### src/rtl/mtr_pkg.sv
`timescale 1ns / 1ps
// ----------------------------------------------------------------------------
// mtr_pkg
// Shared widths, codes and types for the memory type resolver.
// ----------------------------------------------------------------------------
package mtr_pkg;

	localparam int NUM_RANGES_DEF = 8;
	localparam int MAX_PAGES_DEF  = 512;

	localparam int PFN_W   = 40;
	localparam int TYPE_W  = 8;
	localparam int ADDR_W  = 52;
	localparam int SIZE_W  = 22;
	localparam int SLOT_W  = 3;

	localparam int PAGE_BYTES  = 'h1000;
	localparam int PAGE_OFFSET = 'hFFF;
	localparam int FIXED_LIMIT = 'h100;
	localparam int PAGE_SHIFT  = $clog2(PAGE_BYTES);
	localparam int FIXED_SHIFT = $clog2(FIXED_LIMIT);
	localparam int PCNT_W      = SIZE_W + 1 - PAGE_SHIFT;

	localparam int S_DATA_W = 168;
	localparam int M_DATA_W = 8;
	localparam int APB_AW   = 4;
	localparam int APB_DW   = 32;

	typedef enum logic {
		OP_WRITE = 1'b0,
		OP_QUERY = 1'b1
	} op_t;

	typedef enum logic [1:0] {
		REG_TYPING_EN       = 2'd0,
		REG_FIXED_SUPPORTED = 2'd1,
		REG_FIXED_ENABLE    = 2'd2,
		REG_DEFAULT_TYPE    = 2'd3
	} reg_idx_t;

	typedef struct packed {
		logic              typing_en;
		logic              fixed_supported;
		logic              fixed_enable;
		logic [TYPE_W-1:0] default_type;
	} cfg_t;

	typedef struct packed {
		logic              en;
		logic [SLOT_W-1:0] slot;
		logic [PFN_W-1:0]  base;
		logic [PFN_W-1:0]  mask;
		logic [TYPE_W-1:0] kind;
		logic              valid;
	} tbl_wr_t;

endpackage

### src/rtl/mtr_cfg.sv
`timescale 1ns / 1ps
// ----------------------------------------------------------------------------
// mtr_cfg
// Register file behind the configuration port.
// ----------------------------------------------------------------------------
module mtr_cfg (
	input  logic                       clk,
	input  logic                       arst_n,
	input  logic                       psel,
	input  logic                       penable,
	input  logic                       pwrite,
	input  logic [mtr_pkg::APB_AW-1:0] paddr,
	input  logic [mtr_pkg::APB_DW-1:0] pwdata,
	output logic [mtr_pkg::APB_DW-1:0] prdata,
	output logic                       pready,
	output mtr_pkg::cfg_t              cfg
);
	import mtr_pkg::*;

	cfg_t     cfg_q;
	reg_idx_t idx;
	logic     wr;

	assign pready = 1'b1;
	assign idx    = reg_idx_t'(paddr[3:2]);
	assign wr     = psel && penable && pwrite && pready;
	assign cfg    = cfg_q;

	always_ff @(posedge clk or negedge arst_n) begin
		if (!arst_n) begin
			cfg_q <= '0;
		end else if (wr) begin
			case (idx)
				REG_TYPING_EN:       cfg_q.typing_en       <= pwdata[0];
				REG_FIXED_SUPPORTED: cfg_q.fixed_supported <= pwdata[0];
				REG_FIXED_ENABLE:    cfg_q.fixed_enable    <= pwdata[0];
				REG_DEFAULT_TYPE:    cfg_q.default_type    <= pwdata[TYPE_W-1:0];
				default: ;
			endcase
		end
	end

	always_comb begin
		case (idx)
			REG_TYPING_EN:       prdata = APB_DW'(cfg_q.typing_en);
			REG_FIXED_SUPPORTED: prdata = APB_DW'(cfg_q.fixed_supported);
			REG_FIXED_ENABLE:    prdata = APB_DW'(cfg_q.fixed_enable);
			REG_DEFAULT_TYPE:    prdata = APB_DW'(cfg_q.default_type);
			default:             prdata = '0;
		endcase
	end

endmodule

### src/rtl/mtr_range_table.sv
`timescale 1ns / 1ps
// ----------------------------------------------------------------------------
// mtr_range_table
// Variable range table and the page classifier shared by every page step.
// ----------------------------------------------------------------------------
module mtr_range_table #(
	parameter int NUM_RANGES = mtr_pkg::NUM_RANGES_DEF
) (
	input  logic                       clk,
	input  logic                       arst_n,
	input  mtr_pkg::tbl_wr_t           wr,
	input  mtr_pkg::cfg_t              cfg,
	input  logic [mtr_pkg::PFN_W-1:0]  page,
	output logic [mtr_pkg::TYPE_W-1:0] page_type
);
	import mtr_pkg::*;

	logic [PFN_W-1:0]  base_q [NUM_RANGES];
	logic [PFN_W-1:0]  mask_q [NUM_RANGES];
	logic [TYPE_W-1:0] kind_q [NUM_RANGES];
	logic [NUM_RANGES-1:0] on_q;

	for (genvar i = 0; i < NUM_RANGES; i++) begin : g_entry
		logic hit_slot;
		assign hit_slot = wr.en && (32'(wr.slot) == i);

		always_ff @(posedge clk) begin
			if (hit_slot) begin
				base_q[i] <= wr.base & wr.mask;
				mask_q[i] <= wr.mask;
				kind_q[i] <= wr.kind;
			end
		end

		always_ff @(posedge clk or negedge arst_n) begin
			if (!arst_n) begin
				on_q[i] <= 1'b0;
			end else if (hit_slot) begin
				on_q[i] <= wr.valid;
			end
		end
	end

	logic              hit;
	logic [TYPE_W-1:0] best;

	always_comb begin
		hit  = 1'b0;
		best = '1;
		for (int i = 0; i < NUM_RANGES; i++) begin
			if (on_q[i] && ((page & mask_q[i]) == base_q[i])) begin
				if (!hit || kind_q[i] < best) best = kind_q[i];
				hit = 1'b1;
			end
		end
		if (!cfg.typing_en) begin
			page_type = '0;
		end else if ((page[PFN_W-1:FIXED_SHIFT] == '0) && cfg.fixed_supported
				&& cfg.fixed_enable) begin
			page_type = '0;
		end else if (hit) begin
			page_type = best;
		end else begin
			page_type = cfg.default_type;
		end
	end

endmodule

### src/rtl/mtr_seq.sv
`timescale 1ns / 1ps
// ----------------------------------------------------------------------------
// mtr_seq
// Query sequencer: walks the pages of a request, one per cycle, and keeps
// the lowest type in the result register.
// ----------------------------------------------------------------------------
module mtr_seq #(
	parameter int MAX_PAGES = mtr_pkg::MAX_PAGES_DEF
) (
	input  logic                       clk,
	input  logic                       arst_n,
	input  logic                       s_tvalid,
	output logic                       s_tready,
	input  logic                       op,
	input  logic [mtr_pkg::ADDR_W-1:0] address,
	input  logic [mtr_pkg::SIZE_W-1:0] size_bytes,
	output logic [mtr_pkg::PFN_W-1:0]  page,
	input  logic [mtr_pkg::TYPE_W-1:0] page_type,
	output logic                       m_tvalid,
	input  logic                       m_tready,
	output logic [mtr_pkg::TYPE_W-1:0] res_type
);
	import mtr_pkg::*;

	localparam int RW = $clog2(MAX_PAGES + 1);

	typedef enum logic [1:0] {
		ST_IDLE,
		ST_RUN,
		ST_DONE
	} state_t;

	state_t            state_q;
	logic [PFN_W-1:0]  page_q;
	logic [RW-1:0]     rem_q;
	logic [TYPE_W-1:0] res_q;
	logic              first_q;
	logic              out_valid_q;
	logic [TYPE_W-1:0] out_type_q;

	logic [SIZE_W:0]   size_up;
	logic [PCNT_W-1:0] pages;
	logic [RW-1:0]     pages_clip;
	logic [TYPE_W-1:0] res_next;
	logic              out_load;

	assign size_up = {1'b0, size_bytes} + (SIZE_W + 1)'(PAGE_OFFSET);
	assign pages   = size_up[SIZE_W:PAGE_SHIFT];

	always_comb begin
		if (32'(pages) > MAX_PAGES) pages_clip = RW'(MAX_PAGES);
		else pages_clip = RW'(pages);
	end

	assign res_next = (first_q || page_type < res_q) ? page_type : res_q;
	assign out_load = (state_q == ST_DONE) && (!out_valid_q || m_tready);

	assign s_tready = (state_q == ST_IDLE);
	assign page     = page_q;
	assign m_tvalid = out_valid_q;
	assign res_type = out_type_q;

	always_ff @(posedge clk or negedge arst_n) begin
		if (!arst_n) begin
			state_q     <= ST_IDLE;
			out_valid_q <= 1'b0;
			first_q     <= 1'b0;
		end else begin
			if (out_load) out_valid_q <= 1'b1;
			else if (m_tready) out_valid_q <= 1'b0;
			case (state_q)
				ST_IDLE: begin
					if (s_tvalid && op_t'(op) == OP_QUERY) begin
						page_q  <= address[ADDR_W-1:PAGE_SHIFT];
						rem_q   <= pages_clip;
						res_q   <= '0;
						first_q <= 1'b1;
						if (pages_clip == '0) state_q <= ST_DONE;
						else state_q <= ST_RUN;
					end
				end
				ST_RUN: begin
					res_q   <= res_next;
					first_q <= 1'b0;
					rem_q   <= rem_q - RW'(1);
					page_q  <= page_q + PFN_W'(1);
					if (res_next == '0 || rem_q == RW'(1) || &page_q) state_q <= ST_DONE;
				end
				ST_DONE: begin
					if (out_load) begin
						out_type_q <= res_q;
						state_q    <= ST_IDLE;
					end
				end
				default: state_q <= ST_IDLE;
			endcase
		end
	end

endmodule

### src/rtl/mtrr_memory_type_resolver.sv
`timescale 1ns / 1ps
// ----------------------------------------------------------------------------
// mtrr_memory_type_resolver
// Resolves the memory type of a physical region against a variable range
// table.
//
// Requests arrive on the s_ stream. tuser selects the kind: a write request
// loads one range slot and gives no result; a query request gives one
// memory type on the m_ stream. Global enables and the default type sit in
// four registers on the APB port, to be written only while the block is
// idle: the user is bound by this, the block itself does not enforce it.
// A query is loaded, walked page by page (at most MAX_PAGES pages, fewer
// when a page resolves uncacheable or the walk reaches the top page
// frame), and its result is then moved into the output register. The page
// walk is bounded by the single page classifier, which compares all ranges
// in parallel each cycle. s_tready is low for the whole walk. The output
// register holds a result until the receiver takes it; a new query may be
// walked meanwhile, and waits for the register to drain. Reset clears the
// registers, all range valid bits and both streams.
// ----------------------------------------------------------------------------
module mtrr_memory_type_resolver #(
	parameter int NUM_RANGES = mtr_pkg::NUM_RANGES_DEF,
	parameter int MAX_PAGES  = mtr_pkg::MAX_PAGES_DEF
) (
	input  logic                         clk,
	input  logic                         arst_n,
	input  logic                         s_tvalid,
	output logic                         s_tready,
	// slot[2:0] range_base_pfn[42:3] range_mask_pfn[82:43] range_type[90:83]
	// range_valid[91] address[143:92] size_bytes[165:144]
	input  logic [mtr_pkg::S_DATA_W-1:0] s_tdata,
	// op[0]
	input  logic                         s_tuser,
	output logic                         m_tvalid,
	input  logic                         m_tready,
	// resolved type[7:0]
	output logic [mtr_pkg::M_DATA_W-1:0] m_tdata,
	input  logic                         psel,
	input  logic                         penable,
	input  logic                         pwrite,
	input  logic [mtr_pkg::APB_AW-1:0]   paddr,
	input  logic [mtr_pkg::APB_DW-1:0]   pwdata,
	output logic [mtr_pkg::APB_DW-1:0]   prdata,
	output logic                         pready
);
	import mtr_pkg::*;

	cfg_t              cfg;
	tbl_wr_t           tbl_wr;
	logic [PFN_W-1:0]  page;
	logic [TYPE_W-1:0] page_type;
	logic [TYPE_W-1:0] res_type;

	assign tbl_wr.en    = s_tvalid && s_tready && (op_t'(s_tuser) == OP_WRITE);
	assign tbl_wr.slot  = s_tdata[2:0];
	assign tbl_wr.base  = s_tdata[42:3];
	assign tbl_wr.mask  = s_tdata[82:43];
	assign tbl_wr.kind  = s_tdata[90:83];
	assign tbl_wr.valid = s_tdata[91];

	assign m_tdata = res_type;

	mtr_cfg u_cfg (
		.clk     (clk),
		.arst_n  (arst_n),
		.psel    (psel),
		.penable (penable),
		.pwrite  (pwrite),
		.paddr   (paddr),
		.pwdata  (pwdata),
		.prdata  (prdata),
		.pready  (pready),
		.cfg     (cfg)
	);

	mtr_range_table #(
		.NUM_RANGES (NUM_RANGES)
	) u_table (
		.clk       (clk),
		.arst_n    (arst_n),
		.wr        (tbl_wr),
		.cfg       (cfg),
		.page      (page),
		.page_type (page_type)
	);

	mtr_seq #(
		.MAX_PAGES (MAX_PAGES)
	) u_seq (
		.clk        (clk),
		.arst_n     (arst_n),
		.s_tvalid   (s_tvalid),
		.s_tready   (s_tready),
		.op         (s_tuser),
		.address    (s_tdata[143:92]),
		.size_bytes (s_tdata[165:144]),
		.page       (page),
		.page_type  (page_type),
		.m_tvalid   (m_tvalid),
		.m_tready   (m_tready),
		.res_type   (res_type)
	);

endmodule

### config.mk
export PLATFORM = sky130hd
export DESIGN_NAME = mtrr_memory_type_resolver
export DESIGN_NICKNAME = d
export VERILOG_FILES = /design/src/rtl/mtr_pkg.sv /design/src/rtl/mtr_cfg.sv /design/src/rtl/mtr_range_table.sv /design/src/rtl/mtr_seq.sv /design/src/rtl/mtrr_memory_type_resolver.sv
export SDC_FILE = /design/constraint.sdc
export NUM_CORES = 1
export LEC_CHECK = 0
export ABC_AREA = 1
export BUFFER_PORTS_ARGS = -buffer_cell sky130_fd_sc_hd__buf_2
export CORE_MARGIN = 3
export CORE_UTILIZATION = 30
export CTS_CLUSTER_SIZE = 16
export DETAILED_ROUTE_END_ITERATION = 7
export PLACE_DENSITY = 0.54
export SLEW_MARGIN = 20
export SYNTH_ARGS = -nofsm -noshare
export SYNTH_HDL_FRONTEND = slang
export SYNTH_SLANG_ARGS = --single-unit
### constraint.sdc
create_clock -name clk -period 11 [get_ports clk]
set_input_delay 0 -clock clk [delete_from_list [all_inputs] [get_ports clk]]
set_output_delay 0 -clock clk [all_outputs]
set_load 0.005 [all_outputs]
==> impl_metrics.csv <==
group,metric,value,unit
outcome,outcome,"finished, violations left",
outcome,violations,"setup timing",
synth,syn-instance-count,3840,
route,vias_per_cell,5.106,
route,ant_nets,0,
die,die_y,366.0,um
clock_tree,numCtsBuffers,90,
sta,fin_crit_sh,102.3,%
clock_tree,cts_sinks,793,
power_and_ir_drop,p_per_area,177.3,nW/um^2
global_route,track_usage,26.03,%
synth,synthFlopType,"edfxtp_1",
hold_path,worstHoldPathCells,4,
hold_path,worst_hold_path.endpoint,"u_seq.page[11]",
synth,yosysUniqueCellTypes,56,
sta,fmax,88.83,MHz
setup_path,crit_path_frequent_cell,"nand2_1",
sta,finalMaxSlewViolations,0,
sta,setup_ws,-257.0,ps
die,core,128200,um^2
power_and_ir_drop,leakagePower,20.67,nW
setup_path,r2r-end,"u_seq.state_q[1]",
placed_design,dp_hpwl,139100,um
synth,syn_area,38880,um^2
global_route,antenna_found_initial,11,
clock_tree,root_buffer,"clkbuf_16",
power_and_ir_drop,intPower,5.979,mW
setup_path,worstSetupPathType,"flop to flop",
route,drt_first_pass_iters,8,
setup_path,r2r-start,"u_table.base_q[0][36]",
power_and_ir_drop,p_sw,3.003,mW
cells_and_area,layout_commonest_cell,"nand2_1",
power_and_ir_drop,pwr-share-comb,25.4,%
sta,rsz0062_at_grt,"yes",
power_and_ir_drop,switching_share,33.44,%
cells_and_area,fillers,12620,
sta,final_hold_viol_count,0,
global_route,first_global_vias,31500,
setup_path,required,11600,ps
sta,fin_crit,11260,ps
setup_path,cp_slowest_cell,"edfxtp_1",
die,die_w,366.0,um
die,placementRows,131,
synth,synth-edff-count,770,
placed_design,dp.cells,6035,
setup_path,start_kind,"flop",
power_and_ir_drop,seq_power_share,40.5,%
clock_tree,clock_tree.buffer_depth,3,
hold_path,hp-start,"s_tdata[115]",
setup_path,r2r_slack,-260,ps
sta,finalSetupViolCount,10,
power_and_ir_drop,total_power,8.982,mW
synth,ys_seq_area_share,60.96,%
cells_and_area,most-common-layout-cells,"907 x nand2_1, 770 x edfxtp_1, 429 x inv_1",
global_route,grt_max_degree,58,
clock_tree,htree_levels,3,
global_route,grt-ovfl-total,0,
clock_tree,tritoncts,"built",
synth,syn_area_per_cell,10.12,um^2
synth,synth-seq-cells,793,
cells_and_area,area_growth,30.30,%
power_and_ir_drop,vdd_drop_max,0.1468,mV
sta,tightest_slew,1234,ps
cells_and_area,seqCellArea,23700,um^2
setup_path,crit_arrival,11850,ps
setup_path,crit_fanout,7,
setup_path,reg2reg_depth,96,
synth,yosys.area.top_type,"edfxtp_1",
cells_and_area,finalInstanceArea,50660,um^2
setup_path,crit_path_end_kind,"flop",
hold_path,hp-class,"input port to flop",
sta,holdWs,84.68,ps
run,max_cap_violations,0,
synth,yosys_warnings,0,
route,num_vias,32960,
die,ios,255,
clock_tree,clock_latency,730,ps
sta,skew,31.81,ps
synth,synth_area_leaders,"edfxtp_1 59%, nand2_1 9.3%, inv_1 4.2%",
power_and_ir_drop,pwr-share-clk,34.1,%
sta,finalSetupTns,-1400,ps
global_route,grt_pass1_wl,243800,um
placed_design,place_area,44480,um^2
die,dieArea,133900,um^2
placed_design,gp_congestion,1.069,
cells_and_area,fin_nets,4911,
cells_and_area,drive_above_1_share,22.91,%
clock_tree,path_clk_slew,60,ps
route,wl,178900,um
cells_and_area,multi_input_area,14190,um^2
setup_path,slowest_delay,460,ps
route,wl_per_cell,27.71,um
route,drc_errors,0,
route,drt_iter0_drc,3793,
sta,maxSlewHeadroom,17.16,%
die,start_util,30.33,%
synth,synthArstFlopShare,2.900,%
synth,yosysTopAreaCellShare,59.48,%
placed_design,io_buffer_count,189,
cells_and_area,finalNonFillerCells,6455,
==> cell families (layout without fill, tap and decap cells) <==
| kind of cell | count (synthesis) | in the layout | share of synthesized area, % |
|---|---|---|---|
| buffers and inverters | 535 | 1393 | 5.549 |
| other | 2 | 28 | 0.01932 |
| and+or+nand+nor | 2055 | 2057 | 24.64 |
| adders and majority gates | 49 | 49 | 1.577 |
| AOI/OAI and AO/OA | 243 | 243 | 3.492 |
| xor gates and xnor gates | 134 | 134 | 3.019 |
| muxes | 29 | 29 | 0.7499 |
| DFF | 793 | 793 | 60.96 |
==> metrics by stage <==
step / util, % / setup slack [ps]
2_1_floorplan: - / 23.85
3_3_place_gp: 34.69 / -837.1
3_5_place_dp: 34.70 / -1145
4_1_cts: 38.95 / -122.5
5_1_grt: 39.52 / -1135
6_report: 39.52 / -257.0
==> synthesized netlist by cell type (28+ instances only) <==
| cell | number |
|---|---|
| nand2_1 | 961 |
| edfxtp_1 | 770 |
| inv_1 | 434 |
| nor2_1 | 252 |
| nand3_1 | 213 |
| nand4_1 | 200 |
| o21ai_0 | 117 |
| nor4_1 | 111 |
| nor3_1 | 109 |
| or2_2 | 102 |
| xnor2_1 | 91 |
| a21oi_1 | 70 |
| ha_1 | 49 |
| xor2_1 | 43 |
| buf_4 | 36 |
| clkbuf_1 | 34 |
| mux2i_1 | 28 |
==> state kept, by name, summed over array words and instances (netlist names) <==
| register | flops |
|---|---|
| u_table.base_q | 320 |
| u_table.mask_q | 320 |
| u_table.kind_q | 64 |
| u_seq.page | 40 |
| u_cfg.cfg | 11 |
| u_seq.rem_q | 10 |
| u_seq.res_q | 8 |
| u_seq.res_type | 8 |
| u_table.on_q | 8 |
| u_seq.state_q | 2 |
| u_seq.first_q | 1 |
| u_seq.m_tvalid | 1 |
==> power groups by stage <==
stage	Clock, mW	Sequential (mW)	Combinational [mW]
after floorplan	0	3.66	0.995
after global placement	0	3.69	2.06
after detailed placement	0	3.69	2.05
after CTS	3.11	3.64	2.18
after global routing	3.22	3.65	2.42
final	3.06	3.64	2.28
==> repair_timing <==
action,in CTS,in global routing
pin swaps,24,64
hold endpoints to repair,817,0
setup buffers,44,30
endpoints found under the setup margin,10,10
gates resized for setup,92,112
hold buffers,175,0
gates cloned,3,0
==> layer usage <==
layer / vias to the layer above / global-route usage, % / wire length, um
met5: - / 0 / 47
met4: 6 / 11.63 / 9622
met3: 329 / 4.595 / 14340
met2: 1601 / 41.60 / 80840
met1: 16090 / 34.51 / 74030
li1: 14930 / - / -
==> critical path: cells and delay by family (launching register included) <==
kind,cells,cell delay (ps)
AO/OA/AOI/OAI,12,1720
adder cells (fa/ha/maj),6,1510
buffers and inverters,22,2450
flip-flops,1,460
AND/OR/NAND/NOR,54,4630
multiplexers,2,330
==> layout make-up <==
| class | instances | area share (%) |
|---|---|---|
| tap | 1729 | 4.271 |
| antenna | 3 | 0.01482 |
| sequential | 793 | 46.78 |
| inverter | 447 | 3.317 |
| clock inverter | 51 | 1.111 |
| clock buffer | 114 | 4.686 |
| multi-input combinational | 2537 | 28.01 |
| timing repair buffer | 781 | 11.81 |
==> worst max-delay path by stage <==
stage,startpoint,to,slack (ps),depth (start not counted)
2_1_floorplan,u_seq.page[3],u_seq.state_q[0],20,89
3_3_place_gp,u_seq.page[4],u_seq.state_q[1],-840,86
3_5_place_dp,u_seq.page[34],u_seq.state_q[0],-1150,88
4_1_cts,u_seq.page[19],u_seq.state_q[1],-120,92
5_1_grt,u_seq.page[3],u_seq.state_q[1],-1140,92
6_report,u_table.base_q[0][36],u_seq.state_q[1],-260,96
Note: power is estimated with default switching activity, not from simulation.
